[src/rtl/ole_pkg.sv]
package ole_pkg;

    // default list depth
    localparam int CAPACITY_DEFAULT = 32;

    // command codes
    localparam logic [3:0] CMD_PUSH_FRONT = 4'd0;
    localparam logic [3:0] CMD_PUSH_BACK  = 4'd1;
    localparam logic [3:0] CMD_INSERT_AT  = 4'd2;
    localparam logic [3:0] CMD_POP_FRONT  = 4'd3;
    localparam logic [3:0] CMD_POP_BACK   = 4'd4;
    localparam logic [3:0] CMD_DELETE_AT  = 4'd5;
    localparam logic [3:0] CMD_FIND_VALUE = 4'd6;
    localparam logic [3:0] CMD_READ_AT    = 4'd7;
    localparam logic [3:0] CMD_COUNT      = 4'd8;
    localparam logic [3:0] CMD_PURGE      = 4'd9;

    // status codes
    localparam logic [2:0] STS_OK       = 3'd0;
    localparam logic [2:0] STS_EMPTY    = 3'd1;
    localparam logic [2:0] STS_INVALID  = 3'd2;
    localparam logic [2:0] STS_RANGE    = 3'd3;
    localparam logic [2:0] STS_NOTFOUND = 3'd4;
    localparam logic [2:0] STS_FULL     = 3'd5;

    typedef enum logic [1:0] {
        ST_IDLE,
        ST_WALK,
        ST_PUT,
        ST_DONE
    } ole_state_t;

    typedef enum logic [2:0] {
        OP_NONE,
        OP_INS,
        OP_DEL,
        OP_READ,
        OP_FIND,
        OP_PURGE
    } ole_op_t;

endpackage

[src/rtl/ordered_list_engine_core.sv]
// accept to result valid: a count or an error goes straight to the done state, a read
// fetches its slot, pop or delete at a position walks from that slot to the back
// push or insert shifts the tail up from the back, then writes the new value in its slot
// find value walks the entries held, stopping early on a match; purge walks every entry
// throughput: one transaction in flight; a command is accepted only in the idle state,
// once the last result is loaded; a stalled result holds the next one in the done state
// reset: synchronous active-low aresetn empties the list, ram contents are not cleared
module ordered_list_engine_core #(
    parameter int CAPACITY = ole_pkg::CAPACITY_DEFAULT
) (
    input  logic               aclk,
    input  logic               aresetn,
    // command channel
    input  logic               s_valid,
    output logic               s_ready,
    input  logic [3:0]         s_command,
    input  logic signed [31:0] s_value,
    input  logic [5:0]         s_position,
    // result channel
    output logic               m_valid,
    input  logic               m_ready,
    output logic [2:0]         m_status,
    output logic signed [31:0] m_result_value,
    output logic [5:0]         m_result_position,
    output logic [5:0]         m_entry_count
);

    localparam int IDX_W = $clog2(CAPACITY);
    localparam int CNT_W = $clog2(CAPACITY + 1);
    // common width for comparing a 6-bit position with the count
    localparam int WW    = CNT_W + 6;

    // sequencer and datapath registers
    ole_pkg::ole_state_t state_reg, state_next;
    ole_pkg::ole_op_t    op_reg, op_next;
    logic [CNT_W-1:0]    cnt_reg, cnt_next;
    logic [31:0]         val_reg, val_next;
    logic [IDX_W-1:0]    k_reg, k_next;
    logic [IDX_W-1:0]    cur_reg, cur_next;
    logic [IDX_W-1:0]    last_reg, last_next;
    logic                dn_reg, dn_next;
    logic                rd_more_reg, rd_more_next;
    logic                p_vld_reg, p_vld_next;
    logic [IDX_W-1:0]    p_idx_reg, p_idx_next;
    logic [CNT_W-1:0]    w_reg, w_next;
    logic                hit_reg, hit_next;
    logic [2:0]          st_reg, st_next;
    logic [31:0]         rv_reg, rv_next;
    logic [CNT_W-1:0]    rp_reg, rp_next;

    // result register
    logic                m_valid_reg, m_valid_next;
    logic [2:0]          m_status_reg, m_status_next;
    logic [31:0]         m_value_reg, m_value_next;
    logic [5:0]          m_pos_reg, m_pos_next;
    logic [5:0]          m_cnt_reg, m_cnt_next;

    // ram port
    logic                wr_en;
    logic [IDX_W-1:0]    wr_addr;
    logic [31:0]         wr_data;
    logic                rd_en;
    logic [31:0]         rd_data;

    // command decode
    ole_pkg::ole_op_t    dec_op;
    logic [2:0]          dec_st;
    logic [IDX_W-1:0]    dec_k;

    logic [WW-1:0]       pos_w;
    logic [WW-1:0]       cnt_w;
    logic [WW-1:0]       pos_m1;
    logic [CNT_W-1:0]    cnt_m1;
    logic                list_full;
    logic                list_empty;
    logic                accept;
    logic                walk_end;
    logic                out_load;
    logic [CNT_W+5:0]    rp_ext;
    logic [CNT_W+5:0]    cnt_ext;

    assign pos_w      = WW'(s_position);
    assign cnt_w      = WW'(cnt_reg);
    assign pos_m1     = pos_w - WW'(1);
    assign cnt_m1     = cnt_reg - CNT_W'(1);
    assign list_full  = (cnt_reg == CNT_W'(CAPACITY));
    assign list_empty = (cnt_reg == '0);

    assign s_ready  = (state_reg == ole_pkg::ST_IDLE);
    assign accept   = s_valid && s_ready;
    // walk is over once no read is issued and none is in flight
    assign walk_end = !rd_more_reg && !p_vld_reg;
    // result register frees up when empty or being taken this cycle
    assign out_load = (state_reg == ole_pkg::ST_DONE) && (!m_valid_reg || m_ready);

    ole_mem #(
        .DEPTH (CAPACITY),
        .AW    (IDX_W)
    ) u_mem (
        .aclk    (aclk),
        .wr_en   (wr_en),
        .wr_addr (wr_addr),
        .wr_data (wr_data),
        .rd_en   (rd_en),
        .rd_addr (cur_reg),
        .rd_data (rd_data)
    );

    // early status checks and the slot that the command works on
    always_comb begin
        dec_op = ole_pkg::OP_NONE;
        dec_st = ole_pkg::STS_OK;
        dec_k  = '0;
        unique case (s_command)
            ole_pkg::CMD_PUSH_FRONT: begin
                if (list_full) begin
                    dec_st = ole_pkg::STS_FULL;
                end else begin
                    dec_op = ole_pkg::OP_INS;
                end
            end
            ole_pkg::CMD_PUSH_BACK: begin
                if (list_full) begin
                    dec_st = ole_pkg::STS_FULL;
                end else begin
                    dec_op = ole_pkg::OP_INS;
                    dec_k  = cnt_reg[IDX_W-1:0];
                end
            end
            ole_pkg::CMD_INSERT_AT: begin
                priority if (s_position == '0) begin
                    dec_st = ole_pkg::STS_INVALID;
                end else if (pos_w > cnt_w + WW'(1)) begin
                    dec_st = ole_pkg::STS_RANGE;
                end else if (list_full) begin
                    dec_st = ole_pkg::STS_FULL;
                end else begin
                    dec_op = ole_pkg::OP_INS;
                    dec_k  = pos_m1[IDX_W-1:0];
                end
            end
            ole_pkg::CMD_POP_FRONT: begin
                if (list_empty) begin
                    dec_st = ole_pkg::STS_EMPTY;
                end else begin
                    dec_op = ole_pkg::OP_DEL;
                end
            end
            ole_pkg::CMD_POP_BACK: begin
                if (list_empty) begin
                    dec_st = ole_pkg::STS_EMPTY;
                end else begin
                    dec_op = ole_pkg::OP_DEL;
                    dec_k  = cnt_m1[IDX_W-1:0];
                end
            end
            ole_pkg::CMD_DELETE_AT: begin
                priority if (s_position == '0) begin
                    dec_st = ole_pkg::STS_INVALID;
                end else if (s_position == 6'd1 && list_empty) begin
                    dec_st = ole_pkg::STS_EMPTY;
                end else if (pos_w > cnt_w) begin
                    dec_st = ole_pkg::STS_RANGE;
                end else begin
                    dec_op = ole_pkg::OP_DEL;
                    dec_k  = pos_m1[IDX_W-1:0];
                end
            end
            ole_pkg::CMD_FIND_VALUE: begin
                if (list_empty) begin
                    dec_st = ole_pkg::STS_EMPTY;
                end else begin
                    dec_op = ole_pkg::OP_FIND;
                end
            end
            ole_pkg::CMD_READ_AT: begin
                priority if (s_position == '0) begin
                    dec_st = ole_pkg::STS_INVALID;
                end else if (pos_w > cnt_w) begin
                    dec_st = ole_pkg::STS_RANGE;
                end else begin
                    dec_op = ole_pkg::OP_READ;
                    dec_k  = pos_m1[IDX_W-1:0];
                end
            end
            ole_pkg::CMD_COUNT: begin
                dec_op = ole_pkg::OP_NONE;
            end
            ole_pkg::CMD_PURGE: begin
                if (list_empty) begin
                    dec_st = ole_pkg::STS_EMPTY;
                end else begin
                    dec_op = ole_pkg::OP_PURGE;
                end
            end
            default: begin
                dec_st = ole_pkg::STS_INVALID;
            end
        endcase
    end

    // next state
    always_comb begin
        state_next = state_reg;
        unique case (state_reg)
            ole_pkg::ST_IDLE: begin
                if (accept) begin
                    state_next = (dec_op == ole_pkg::OP_NONE) ? ole_pkg::ST_DONE
                                                              : ole_pkg::ST_WALK;
                end
            end
            ole_pkg::ST_WALK: begin
                if (walk_end) begin
                    state_next = (op_reg == ole_pkg::OP_INS) ? ole_pkg::ST_PUT
                                                             : ole_pkg::ST_DONE;
                end
            end
            ole_pkg::ST_PUT: begin
                state_next = ole_pkg::ST_DONE;
            end
            ole_pkg::ST_DONE: begin
                if (out_load) begin
                    state_next = ole_pkg::ST_IDLE;
                end
            end
            default: begin
                state_next = ole_pkg::ST_IDLE;
            end
        endcase
    end

    // datapath and ram control
    always_comb begin
        op_next      = op_reg;
        cnt_next     = cnt_reg;
        val_next     = val_reg;
        k_next       = k_reg;
        cur_next     = cur_reg;
        last_next    = last_reg;
        dn_next      = dn_reg;
        rd_more_next = rd_more_reg;
        p_vld_next   = p_vld_reg;
        p_idx_next   = p_idx_reg;
        w_next       = w_reg;
        hit_next     = hit_reg;
        st_next      = st_reg;
        rv_next      = rv_reg;
        rp_next      = rp_reg;
        wr_en        = 1'b0;
        wr_addr      = '0;
        wr_data      = rd_data;
        rd_en        = 1'b0;

        unique case (state_reg)
            ole_pkg::ST_IDLE: begin
                if (accept) begin
                    op_next      = dec_op;
                    st_next      = dec_st;
                    val_next     = s_value;
                    k_next       = dec_k;
                    rv_next      = '0;
                    rp_next      = '0;
                    hit_next     = 1'b0;
                    w_next       = '0;
                    p_vld_next   = 1'b0;
                    dn_next      = 1'b0;
                    rd_more_next = 1'b0;
                    cur_next     = '0;
                    last_next    = cnt_m1[IDX_W-1:0];
                    unique case (dec_op)
                        ole_pkg::OP_INS: begin
                            // shift tail up one slot, from the last entry down to k
                            rd_more_next = (CNT_W'(dec_k) < cnt_reg);
                            cur_next     = cnt_m1[IDX_W-1:0];
                            last_next    = dec_k;
                            dn_next      = 1'b1;
                        end
                        ole_pkg::OP_DEL: begin
                            rd_more_next = 1'b1;
                            cur_next     = dec_k;
                        end
                        ole_pkg::OP_READ: begin
                            rd_more_next = 1'b1;
                            cur_next     = dec_k;
                            last_next    = dec_k;
                        end
                        ole_pkg::OP_FIND, ole_pkg::OP_PURGE: begin
                            rd_more_next = 1'b1;
                        end
                        default: begin
                            rd_more_next = 1'b0;
                        end
                    endcase
                end
            end

            ole_pkg::ST_WALK: begin
                // read side: one entry a cycle
                if (rd_more_reg) begin
                    rd_en = 1'b1;
                    if (cur_reg == last_reg) begin
                        rd_more_next = 1'b0;
                    end else if (dn_reg) begin
                        cur_next = cur_reg - IDX_W'(1);
                    end else begin
                        cur_next = cur_reg + IDX_W'(1);
                    end
                end
                p_vld_next = rd_more_reg;
                p_idx_next = cur_reg;

                // data side: entry read last cycle
                if (p_vld_reg) begin
                    unique case (op_reg)
                        ole_pkg::OP_INS: begin
                            wr_en   = 1'b1;
                            wr_addr = p_idx_reg + IDX_W'(1);
                        end
                        ole_pkg::OP_DEL: begin
                            if (p_idx_reg == k_reg) begin
                                rv_next = rd_data;
                            end else begin
                                wr_en   = 1'b1;
                                wr_addr = p_idx_reg - IDX_W'(1);
                            end
                        end
                        ole_pkg::OP_READ: begin
                            rv_next = rd_data;
                        end
                        ole_pkg::OP_FIND: begin
                            // first match wins, later reads are dropped
                            if (!hit_reg && rd_data == val_reg) begin
                                hit_next     = 1'b1;
                                rp_next      = CNT_W'(p_idx_reg) + CNT_W'(1);
                                rd_more_next = 1'b0;
                            end
                        end
                        ole_pkg::OP_PURGE: begin
                            // keep non-matching entries, packed from the front
                            if (rd_data != val_reg) begin
                                wr_en   = 1'b1;
                                wr_addr = w_reg[IDX_W-1:0];
                                w_next  = w_reg + CNT_W'(1);
                            end
                        end
                        default: begin
                            wr_en = 1'b0;
                        end
                    endcase
                end

                // closing updates once the walk has drained
                if (walk_end) begin
                    unique case (op_reg)
                        ole_pkg::OP_DEL: begin
                            cnt_next = cnt_m1;
                        end
                        ole_pkg::OP_READ: begin
                            rp_next = CNT_W'(k_reg) + CNT_W'(1);
                        end
                        ole_pkg::OP_FIND: begin
                            if (!hit_reg) begin
                                st_next = ole_pkg::STS_NOTFOUND;
                            end
                        end
                        ole_pkg::OP_PURGE: begin
                            rp_next  = cnt_reg - w_reg;
                            cnt_next = w_reg;
                            if (cnt_reg == w_reg) begin
                                st_next = ole_pkg::STS_NOTFOUND;
                            end
                        end
                        default: begin
                            cnt_next = cnt_reg;
                        end
                    endcase
                end
            end

            ole_pkg::ST_PUT: begin
                // new value lands in the freed slot
                wr_en    = 1'b1;
                wr_addr  = k_reg;
                wr_data  = val_reg;
                cnt_next = cnt_reg + CNT_W'(1);
            end

            ole_pkg::ST_DONE: begin
                p_vld_next = 1'b0;
            end

            default: begin
                p_vld_next = 1'b0;
            end
        endcase
    end

    // result register, low six bits of position and count
    assign rp_ext  = {6'b0, rp_reg};
    assign cnt_ext = {6'b0, cnt_reg};

    always_comb begin
        m_status_next = m_status_reg;
        m_value_next  = m_value_reg;
        m_pos_next    = m_pos_reg;
        m_cnt_next    = m_cnt_reg;
        m_valid_next  = m_valid_reg && !m_ready;
        if (out_load) begin
            m_valid_next  = 1'b1;
            m_status_next = st_reg;
            m_value_next  = rv_reg;
            m_pos_next    = rp_ext[5:0];
            m_cnt_next    = cnt_ext[5:0];
        end
    end

    // control state
    always_ff @(posedge aclk) begin
        if (!aresetn) begin
            state_reg   <= ole_pkg::ST_IDLE;
            cnt_reg     <= '0;
            rd_more_reg <= 1'b0;
            p_vld_reg   <= 1'b0;
            m_valid_reg <= 1'b0;
        end else begin
            state_reg   <= state_next;
            cnt_reg     <= cnt_next;
            rd_more_reg <= rd_more_next;
            p_vld_reg   <= p_vld_next;
            m_valid_reg <= m_valid_next;
        end
    end

    // payload, no reset
    always_ff @(posedge aclk) begin
        op_reg       <= op_next;
        val_reg      <= val_next;
        k_reg        <= k_next;
        cur_reg      <= cur_next;
        last_reg     <= last_next;
        dn_reg       <= dn_next;
        p_idx_reg    <= p_idx_next;
        w_reg        <= w_next;
        hit_reg      <= hit_next;
        st_reg       <= st_next;
        rv_reg       <= rv_next;
        rp_reg       <= rp_next;
        m_status_reg <= m_status_next;
        m_value_reg  <= m_value_next;
        m_pos_reg    <= m_pos_next;
        m_cnt_reg    <= m_cnt_next;
    end

    assign m_valid           = m_valid_reg;
    assign m_status          = m_status_reg;
    assign m_result_value    = m_value_reg;
    assign m_result_position = m_pos_reg;
    assign m_entry_count     = m_cnt_reg;

endmodule

[src/rtl/ole_mem.sv]
module ole_mem #(
    parameter int DEPTH = ole_pkg::CAPACITY_DEFAULT,
    parameter int AW    = $clog2(DEPTH)
) (
    input  logic          aclk,
    input  logic          wr_en,
    input  logic [AW-1:0] wr_addr,
    input  logic [31:0]   wr_data,
    input  logic          rd_en,
    input  logic [AW-1:0] rd_addr,
    output logic [31:0]   rd_data
);

    logic [31:0] store_reg [DEPTH];
    logic [31:0] rd_data_reg;

    always_ff @(posedge aclk) begin
        if (wr_en) begin
            store_reg[wr_addr] <= wr_data;
        end
    end

    // registered read port
    always_ff @(posedge aclk) begin
        if (rd_en) begin
            rd_data_reg <= store_reg[rd_addr];
        end
    end

    assign rd_data = rd_data_reg;

endmodule

[config.mk]
export PLATFORM = sky130hd
export DESIGN_NAME = ordered_list_engine_core
export DESIGN_NICKNAME = d
export VERILOG_FILES = /design/src/rtl/ole_pkg.sv /design/src/rtl/ordered_list_engine_core.sv /design/src/rtl/ole_mem.sv
export SDC_FILE = /design/constraint.sdc
export NUM_CORES = 1
export LEC_CHECK = 0
export ABC_CLOCK_PERIOD_IN_PS = 9100
export CORE_UTILIZATION = 33
export CTS_CLUSTER_DIAMETER = 80
export DETAILED_ROUTE_END_ITERATION = 16
export DONT_BUFFER_PORTS = 1
export MAX_ROUTING_LAYER = met4
export PLACE_DENSITY = 0.46
export SLEW_MARGIN = 10
export SYNTH_ARGS = -nofsm -noshare
export SYNTH_HDL_FRONTEND = slang
export SYNTH_SLANG_ARGS = --single-unit
export TNS_END_PERCENT = 10
[constraint.sdc]
create_clock -name aclk -period 9.1 [get_ports aclk]
set_clock_uncertainty 0.05 [all_clocks]
set_input_delay 1.82 -clock aclk [delete_from_list [all_inputs] [get_ports aclk]]
set_output_delay 1.82 -clock aclk [all_outputs]
set_load 0.1 [all_outputs]
==> flow_metrics.env <==
export IMPL_power_total_w=0.0179
export IMPL_critPathTopFamily="simple AND/OR/NAND/NOR gates"
export IMPL_hold_ws_ns=0.367
export IMPL_grt_start_max_net_pins=154
export IMPL_min_to="m_status[2]"
export IMPL_met2_usage=0.273
export IMPL_largest_reg_flops=1024
export IMPL_async_flop_share=0
export IMPL_synth_seq_cells=1218
export IMPL_ir_drop_mv=0.263
export IMPL_vias=23000
export IMPL_fmax_mhz=184
export IMPL_cts_resized=0
export IMPL_period_needed_ns=5.45
export IMPL_final_hold_viol_count=0
export IMPL_htreeDepth=4
export IMPL_core_area_um2=146000
export IMPL_firstDrtPassIters=5
export IMPL_synth_avg_cell_area_um2=21.5
export IMPL_cp_data_required_time_ns=9.42
export IMPL_yosys_top_cells_area="edfxtp_1 (75%), mux4_2 (15%), mux2_2 (1.5%), xnor2_1 (1.1%), ha_1 (1.0%)"
export IMPL_drive_gt1_frac=0.284
export IMPL_met1_usage=0.246
export IMPL_cp_max_fo=26
export IMPL_rsz0062_at_grt="false"
export IMPL_dp_hpwl_um=70900
export IMPL_ys_seq_area_frac=0.751
export IMPL_layout_nets=2420
export IMPL_finalWirelength_um=128000
export IMPL_synth_compound_gate_area_share=0.0195
export IMPL_synth_top_family_by_area="multiplexers"
export IMPL_cts_hold_buf=0
export IMPL_status="complete, no violations"
export IMPL_synth_adder_area_share=0.0109
export IMPL_cp_end_kind="flip-flop"
export IMPL_min_period_over_period=0.599
export IMPL_worstSkewPairLatency_ns=0.76
export IMPL_critPathLaunchType="flip-flop"
export IMPL_final_common_cell="edfxtp_1"
export IMPL_via_per_inst=5.27
export IMPL_cts_root_buf="clkbuf_16"
export IMPL_first_global_vias=24100
export IMPL_synth_cells=2258
export IMPL_critPathKind="reg2reg"
export IMPL_yosysTopAreaCell="edfxtp_1"
export IMPL_fp_dieW_um=386
export IMPL_grt_pass1_wl_um=182000
export IMPL_portBuffers=0
export IMPL_syn_nets=2345
export IMPL_drc=0
export IMPL_synth_top_area_share=0.747
export IMPL_synth_ff_type="edfxtp_1"
export IMPL_initial_core_util=0.333
export IMPL_drtAntennaViolNets=0
export IMPL_min_delay_start="st_reg[2]"
export IMPL_num_rows=140
export IMPL_r2r_cells=8
export IMPL_use_met3=0.0324
export IMPL_die_h_um=386
export IMPL_synth_area_um2=48600
export IMPL_io_pin_count=95
export IMPL_grt_usage=0.180
export IMPL_drtIter0Drc=2103
export IMPL_whs_path_depth=0
export IMPL_tightest_slew_ns=1.11
export IMPL_grt_antenna_before_repair=12
export IMPL_maxCapViolCount=0
export IMPL_area_growth_syn_to_layout_pct=14.5
export IMPL_leakage_nw=17.1
export IMPL_final_util=0.381
export IMPL_synth_simple_area_share=0.0278
export IMPL_slew_headroom=0.262
export IMPL_finalSetupViolCount=0
export IMPL_grt_overflow_total=0
export IMPL_die_area_um2=149000
export IMPL_hp_class="reg2reg"
export IMPL_r2r_setup_slack_ns=3.65
export IMPL_yosys_warnings=0
export IMPL_fin_setup_tns_ns=0
export IMPL_finalMaxSlewViolations=0
export IMPL_post_drt_wl_per_cell_um=29.3
export IMPL_worst_ep_arrival_time_ns=5.77
export IMPL_synthMuxAreaShare=0.166
export IMPL_path_clk_slew_ns=0.06
export IMPL_synth_cell_types=77
export IMPL_slowest_stage="nor4_2"
export IMPL_crit_chain="xnor2_1, nand4_1, nor4_2, a21oi_2, a31oi_1, nand4b_1, nor2_4, buf_4"
export IMPL_cts_tree="built"
export IMPL_grt_busiest_layer="met2"
export IMPL_rr_startpoint="u_mem.rd_data[30]"
export IMPL_synth_xor_area_frac=0.0130
export IMPL_synth_edf_count=1207
export IMPL_numCtsBuffers=130
export IMPL_clk_path_buf_depth=3
export IMPL_post_cts_buffers=0
export IMPL_r2r_end="u_mem.store_reg[26][23]"
export IMPL_path_buf_inv=1
export IMPL_cts_sinks=1218
export IMPL_place_gp_congestion=0.823
export IMPL_fillers=13100
export IMPL_cpPeakStageDelay_ns=0.85
export IMPL_power_density_nw_per_um2=322
export IMPL_final_cell_mix="edfxtp_1 (1,207), mux4_2 (320), clkbuf_16 (137)"
[layer usage]
metal  wire (µm)  part of all wire
met1       57300              0.45
met2       60300              0.47
met3        7410             0.058
met4        2990             0.023
met5           0                 0
[worst max-delay path by stage]
stage	from	end	slack, ns	depth (start not counted)
floorplan	s_valid	rv_reg[0]	3.66	3
global placement	u_mem.rd_data[30]	u_mem.store_reg[25][15]	3.78	8
detailed placement	u_mem.rd_data[30]	u_mem.store_reg[26][15]	3.67	8
CTS	u_mem.rd_data[30]	u_mem.store_reg[26][23]	3.65	8
global route	u_mem.rd_data[30]	u_mem.store_reg[26][23]	3.32	8
finish	u_mem.rd_data[30]	u_mem.store_reg[26][23]	3.65	8
[final cells by class]
class | instances | area [µm²] | area share
sequential | 1218 | 36500 | 0.656
multi-input combinational | 897 | 11800 | 0.212
clock buffer | 156 | 3500 | 0.0629
tap | 1917 | 2400 | 0.0431
clock inverter | 82 | 883 | 0.0159
timing repair buffer | 52 | 428 | 0.00770
inverter | 34 | 130 | 0.00234
antenna | 10 | 25.0 | 0.000450
[power by group]
group          switching [W]  leakage (nW)  internal, W
clock                0.00222          2.16      0.00322
combinational        0.00282          3.91      0.00206
sequential          0.000483          11.0      0.00708
[through the flow]
step / setup slack [ns] / cell area [µm²] / std cells
5_1_grt: 3.32 / 55600 / 4362
3_5_place_dp: 3.67 / 51200 / 4118
2_1_floorplan: 3.66 / 48600 / 2258
6_report: 3.65 / 55600 / 4366
3_3_place_gp: 3.78 / 51200 / 4118
4_1_cts: 3.65 / 55600 / 4356
[cell families (layout without fill, tap and decap cells)]
group | after synthesis | after routing
AOI/OAI and AO/OA | 139 | 139
xor gates and xnor gates | 72 | 72
buffers and inverters | 143 | 324
and+or+nand+nor | 249 | 249
DFF | 1218 | 1218
adders and majority gates | 41 | 41
other | 0 | 10
muxes | 396 | 396
[Yosys cell counts (10+ instances only)]
cell type  count
inv_1         32
clkbuf_1      72
nor2_1        65
nand2_1       34
mux4_2       320
nor3_1        11
mux2i_1       10
and2_1        46
ha_1          39
edfxtp_1    1207
dfxtp_1       11
xnor2_1       61
nor2b_1       13
nand4_1       14
mux2_2        66
nand3_1       24
buf_2         27
a21oi_1       40
o21ai_0       20
xor2_1        11
Note: power is estimated with default switching activity, not from simulation.
